**src/sv/ssef_pkg.sv**
```systemverilog
// ---------------------------------------------------------------------------
// ssef_pkg : shared types and constants for the sobel sum edge filter
// beat layouts, window column type, cell opcodes and register indexes
// ---------------------------------------------------------------------------
`timescale 1ns / 1ps
`default_nettype none

package ssef_pkg;

    localparam int MAX_WIDTH  = 1024;
    localparam int MAX_HEIGHT = 1024;

    // column index into a line, row counter runs to height + 1 during flush
    localparam int COL_W    = $clog2(MAX_WIDTH);
    localparam int ROW_W    = $clog2(MAX_HEIGHT + 2);
    localparam int WIDTH_W  = $clog2(MAX_WIDTH + 1);
    localparam int HEIGHT_W = $clog2(MAX_HEIGHT + 1);

    localparam int PIX_W      = 8;
    localparam int CFG_DATA_W = 11;
    localparam int CFG_IDX_W  = 4;

    localparam int RESET_WIDTH  = 640;
    localparam int RESET_HEIGHT = 480;

    typedef enum logic [CFG_IDX_W-1:0] {
        CFG_FRAME_WIDTH  = 4'd0,
        CFG_FRAME_HEIGHT = 4'd1
    } t_cfg_idx;

    typedef struct packed {
        logic [PIX_W-1:0] pixel_value;
        logic             is_drain;
    } t_in_beat;

    typedef struct packed {
        logic [PIX_W-1:0] edge_value;
        logic             frame_last;
    } t_out_beat;

    // one window column: rows r-2, r-1, r
    typedef struct packed {
        logic [PIX_W-1:0] top;
        logic [PIX_W-1:0] mid;
        logic [PIX_W-1:0] bot;
    } t_col;

    // one line store entry: the two rows above the current input row
    typedef struct packed {
        logic [PIX_W-1:0] upper;
        logic [PIX_W-1:0] middle;
    } t_line_pair;

    typedef enum logic [1:0] {
        CELL_HOLD,
        CELL_LOAD,
        CELL_ZERO
    } t_cell_op;

endpackage

`default_nettype wire

```
**src/sv/ssef_win_cell.sv**
```systemverilog
// ---------------------------------------------------------------------------
// ssef_win_cell : one column of the 3x3 window
// loads the column of its right neighbor, holds, or blanks to zero
// ---------------------------------------------------------------------------
`timescale 1ns / 1ps
`default_nettype none

module ssef_win_cell (
    input  wire logic               i_clk,
    input  wire logic               i_rst_n,
    input  wire ssef_pkg::t_cell_op i_op,
    input  wire ssef_pkg::t_col     i_col,
    output ssef_pkg::t_col          o_col
);
    import ssef_pkg::*;

    t_col r_col;
    t_col n_col;

    always_comb begin
        case (i_op)
            CELL_HOLD: n_col = r_col;
            CELL_LOAD: n_col = i_col;
            CELL_ZERO: n_col = '0;
            default:   n_col = r_col;
        endcase
    end

    always_ff @(posedge i_clk) begin
        if (!i_rst_n) begin
            r_col <= '0;
        end else begin
            r_col <= n_col;
        end
    end

    assign o_col = r_col;

endmodule

`default_nettype wire

```
**config.mk**
```make
export PLATFORM = sky130hd
export DESIGN_NAME = ssef_win_cell
export DESIGN_NICKNAME = d
export VERILOG_FILES = /design/src/sv/ssef_pkg.sv /design/src/sv/ssef_win_cell.sv
export SDC_FILE = /design/constraint.sdc
export NUM_CORES = 1
export LEC_CHECK = 0
export ABC_AREA = 1
export BUFFER_PORTS_ARGS = -buffer_cell sky130_fd_sc_hd__buf_4
export CORE_AREA = 2 2 83 53
export DETAILED_ROUTE_END_ITERATION = 6
export DIE_AREA = 0 0 85 55
export PLACE_DENSITY = 0.46
export SKIP_LAST_GASP = 1
export SLEW_MARGIN = 20
export SYNTH_ARGS = -nofsm -noshare
export SYNTH_HDL_FRONTEND = slang
export SYNTH_SLANG_ARGS = --single-unit
export TNS_END_PERCENT = 10
```
**constraint.sdc**
```tcl
create_clock -name i_clk -period 1.41 [get_ports i_clk]
set_input_delay 0.0705 -clock i_clk [delete_from_list [all_inputs] [get_ports i_clk]]
set_output_delay 0.0705 -clock i_clk [all_outputs]
set_load 0.05 [all_outputs]
```
## After elaboration in Yosys (flattened, before gate mapping)

Cells that the tools add are included.

| word-level totals | value |
|---|---|
| bits in registers | 24 |
| bits of input ports | 28 |
| output and inout port bits | 24 |
| logic and storage cells | 7 |

| cells by class | value |
|---|---|
| equal/unequal tests | 2 |
| muxes and demuxes | 1 |
| reduce and logical (&&, ||, !) cells | 1 |

Operators by type and width:

| cell | count |
|---|---|
| one-hot mux 24 bit (2 select lines) | 1 |
| equality test 2 x 1 -> 1 bit (second input constant) | 1 |
| equality test 2 bit (second input constant) | 1 |
| nonzero test 2 bit | 1 |

## Depth between registers and ports, before layout

| logic depth | value |
|---|---|
| depth in word-level cells | 2 |
| gate-level depth with buffers | 7 |
| mapped depth without buffers | 5 |

## Worst setup path after synthesis

No wires, ideal clock.

| timing | value |
|---|---|
| kind | in2reg |
| start point | input port i_op[0] |
| end point | register r_col (netlist bit o_col[10]) |
| arrival | 942 ps |
| setup slack | 402 ps |
| stages | 7 |
| buffers on the path | 2 |
| path through | inv_1 -> ha_1 -> buf_6 -> nor2_8 -> buf_12 -> nand2_2 -> a21oi_2 |

| on the way | value |
|---|---|
| word-level cells in the longest chain between the ends | 2 |

Ends and longest elaborated chain:

| what | RTL line | RTL |
|---|---|---|
| start: declaration | ssef_win_cell.sv:11 | `input wire ssef_pkg::t_cell_op i_op,` |
| equality test 2 bit or equality test 2 x 1 -> 1 bit (tied branches) | ssef_win_cell.sv:21 | `case (i_op)` |
| one-hot mux 24 bit (2 select lines) or nonzero test 2 bit (tied branches) | -- |  |
| end signal: assignment | ssef_win_cell.sv:33 | `r_col <= n_col;` |
| end: declaration | ssef_win_cell.sv:17 | `t_col r_col;` |

Parallel ways exist; a longest one is shown, timed or not.
A chain may end at the register's enable or synchronous reset.

## Final worst setup path

| timing | value |
|---|---|
| start point | input port i_op[0] |
| end point | register r_col (netlist bit o_col[5]) |

Same word-level chain as after synthesis.

==> impl_results.md <==
* Critical Setup Path Class: input pin to flop
* Reg-to-reg slack, setup at 780 ps
* Post-synth top area share at 0.5046
* Largest net degree at the start of global routing at 25
* Min-Delay Path Depth at 3
* Worst Slack Setup Final at 438.8 ps
* PwrDens at 1133 nW/um^2
* Global router's overall resource usage at 0.1007
* Commonest cells in the netlist: 38 x nand2_1, 24 x dfxtp_1, 13 x a21oi_1
* Mapped Cells at 107
* Status: finished, final reports clean
* Via Count at 842
* Die ar. at 4675 sq um
* DR WL/cell at 11.14 microns
* Netlist cell types at 13
* Pre-CTS setup slack at 157.4 ps
* Crit. End Element: flop
* CTS sink count at 24
* Max stage delay on crit path at 360 ps
* Antenna violations before repair at 0
* Detailed Place HPWL at 1.650 mm
* Synth Warn # at 0
* Hold Path Sink: o_col[18]$_SDFFE_PN0P_
* Final Net Count at 187
* Routed vias/inst at 4.087
* PortBufs at 51
* Htree depth at 1
* Max-Cap Viols at 0
* CTS tree: yes
* Routed Antenna Nets at 0
* Minimum clock period at 971.2 ps
* Final setup viols at 0
* CP Cell Sequence: buf_4, inv_1, ha_1, nor2_8, nand2_1, a21oi_1
* Cts repair resizes at 0
* Routed WL at 2.295 mm
* # diodes at 0
* Root Buffer: clkbuf_8
* Highest clock rate at 1.030 GHz
* Initial Util at 0.2416
* EDFF count, synth at 0
* Post-synthesis register bit count at 24
* Total chip power at 1.573 mW
* CTS max path bufs at 2
* Ys flop type: dfxtp_1
* Iteration-0 DRC Markers at 24
* RSZ-0062 raised after global routing: false
* Hold Crit Start: i_col[18]
* Vias in the first global route at 813
* Reg2Reg Depth at 2
* Setup Skew at 0 ps
* Std-Cell Rows at 18
* Crit path DAT at 1160 ps
* Layout cell share with drive strength beyond 1 at 0.5000
* Final std cells w/o fill at 206
* Tcrit/Tclk final at 0.6888
* CP max-delay cell: ha_1
* Ranking of synthesized cells by area: dfxtp_1 50%, nand2_1 15%, a21oi_2 10%
* CP bufs+invs at 2
* Post-route DRC violation count at 0
* Max-slew violations at 0
* Cell with the most instances after synthesis: nand2_1
* Hold Crit Class: input pin to flop
* Mapped Nets at 136
* Boundary Pins at 52
* Total gr overflow at 0
* Finished Cell Area at 1389 sq um
* CP max FO at 24
* Placed Area at 1348 sq um
* First-pass GRT wire length at 3.691 mm
* Required @ worst endpoint at 1600 ps
* Die Span Y at 55 microns
* Max_slew headroom at 0.7454
* Core box area at 3941 sq um
* First drt pass iteration count at 4
* Worst-Margin Slew at 381.9 ps
* Reg clk slew, reported paths at 80 ps
* Post-synth ARST share at 0
* Inserted Clock Buffers at 3
* Post-route setup TNS at 0 ps
* Worst r2r dst: o_col[5]$_SDFFE_PN0P_
* Delay-heaviest family, CP: simple AND/OR/NAND/NOR gates
* Post-Synthesis Cell Area at 952.2 sq um
* Worst-Skew Late Latency at 250 ps
* Number of flip-flops in the largest register at 24
* Synth-to-layout area growth at 45.86%
* Dpl cells at 203
* Hold-fix buffers, CTS at 0
* Finished Core Util at 0.3524
* LEAKAGE at 0.6084 nW
* Chip Width at 85 microns
* Reg2reg start: o_col[5]$_SDFFE_PN0P_
* Hold slack final at 61.66 ps
* Crit start category: input pin
* Post-CTS Setup Bufs at 0
* Seq/Total Area, Yosys at 0.5046
* Syn Area/Cell at 8.899 sq um
* Final Hold Vio Count at 0
* VDD IR max at 0.2995 mV
* Cell taking the most area after synthesis: dfxtp_1
* Routability cong. at 0.6855
-- how the worst max path moves through the flow --
stage	start	to	slack (ps)	depth (start not counted)
after CTS	i_op[0]	o_col[5]$_SDFFE_PN0P_	430	6
after floorplan	i_op[0]	o_col[10]$_SDFFE_PN0P_	400	7
after global routing	i_op[0]	o_col[5]$_SDFFE_PN0P_	330	6
after global placement	i_op[0]	o_col[2]$_SDFFE_PN0P_	200	6
final	i_op[0]	o_col[5]$_SDFFE_PN0P_	440	6
after detailed placement	i_op[0]	o_col[7]$_SDFFE_PN0P_	160	6
-- power breakdown --
group / leakage (nW) / internal [mW] / switching [mW]
Clock: 0.0216 / 0.190 / 0.196
Sequential: 0.197 / 0.723 / 0.0230
Combinational: 0.390 / 0.154 / 0.287
-- layout make-up --
class / count / area [sq um]
inverters: 2 / 7.507
fillers: 424 / 2552
repair buffers: 53 / 397.9
multi-input cells: 74 / 399.1
clock buffers: 3 / 41.29
well taps: 50 / 62.56
flip-flops and latches: 24 / 480.5
-- per-layer routing --
| metal | vias to the layer above | global-route usage | wire [microns] | share of wire |
|---|---|---|---|---|
| met5 | - | 0 | 0 | 0 |
| met4 | 0 | 0.03175 | 0 | 0 |
| met3 | 0 | 0.02671 | 99 | 0.043 |
| met2 | 20 | 0.1784 | 1153 | 0.50 |
| met1 | 385 | 0.1231 | 1043 | 0.45 |
| li1 | 437 | - | - | - |
-- kinds of logic (layout without fill, tap and decap cells) --
kind of cell,Yosys count,after routing,share of synthesized area
and+or+nand+nor,49,49,0.2365
AOI/OAI and AO/OA,24,24,0.1695
buffers and inverters,9,58,0.07621
DFF,24,24,0.5046
adders and majority gates,1,1,0.01314
-- worst min-delay path: cells and delay by family --
family                 cells  cell delay [ps]
AND/OR/NAND/NOR            1               40
AO/OA/AOI/OAI              1               90
buffers and inverters      1               80
-- placed cells by master, fill, tap and decap left out --
master,n
nor2_8,1
clkbuf_8,3
nand2_2,10
a21oi_1,13
dfxtp_1,24
a21oi_2,11
inv_1,2
ha_1,1
nand2_1,38
buf_4,53
Power figures use the tool's default switching activity.
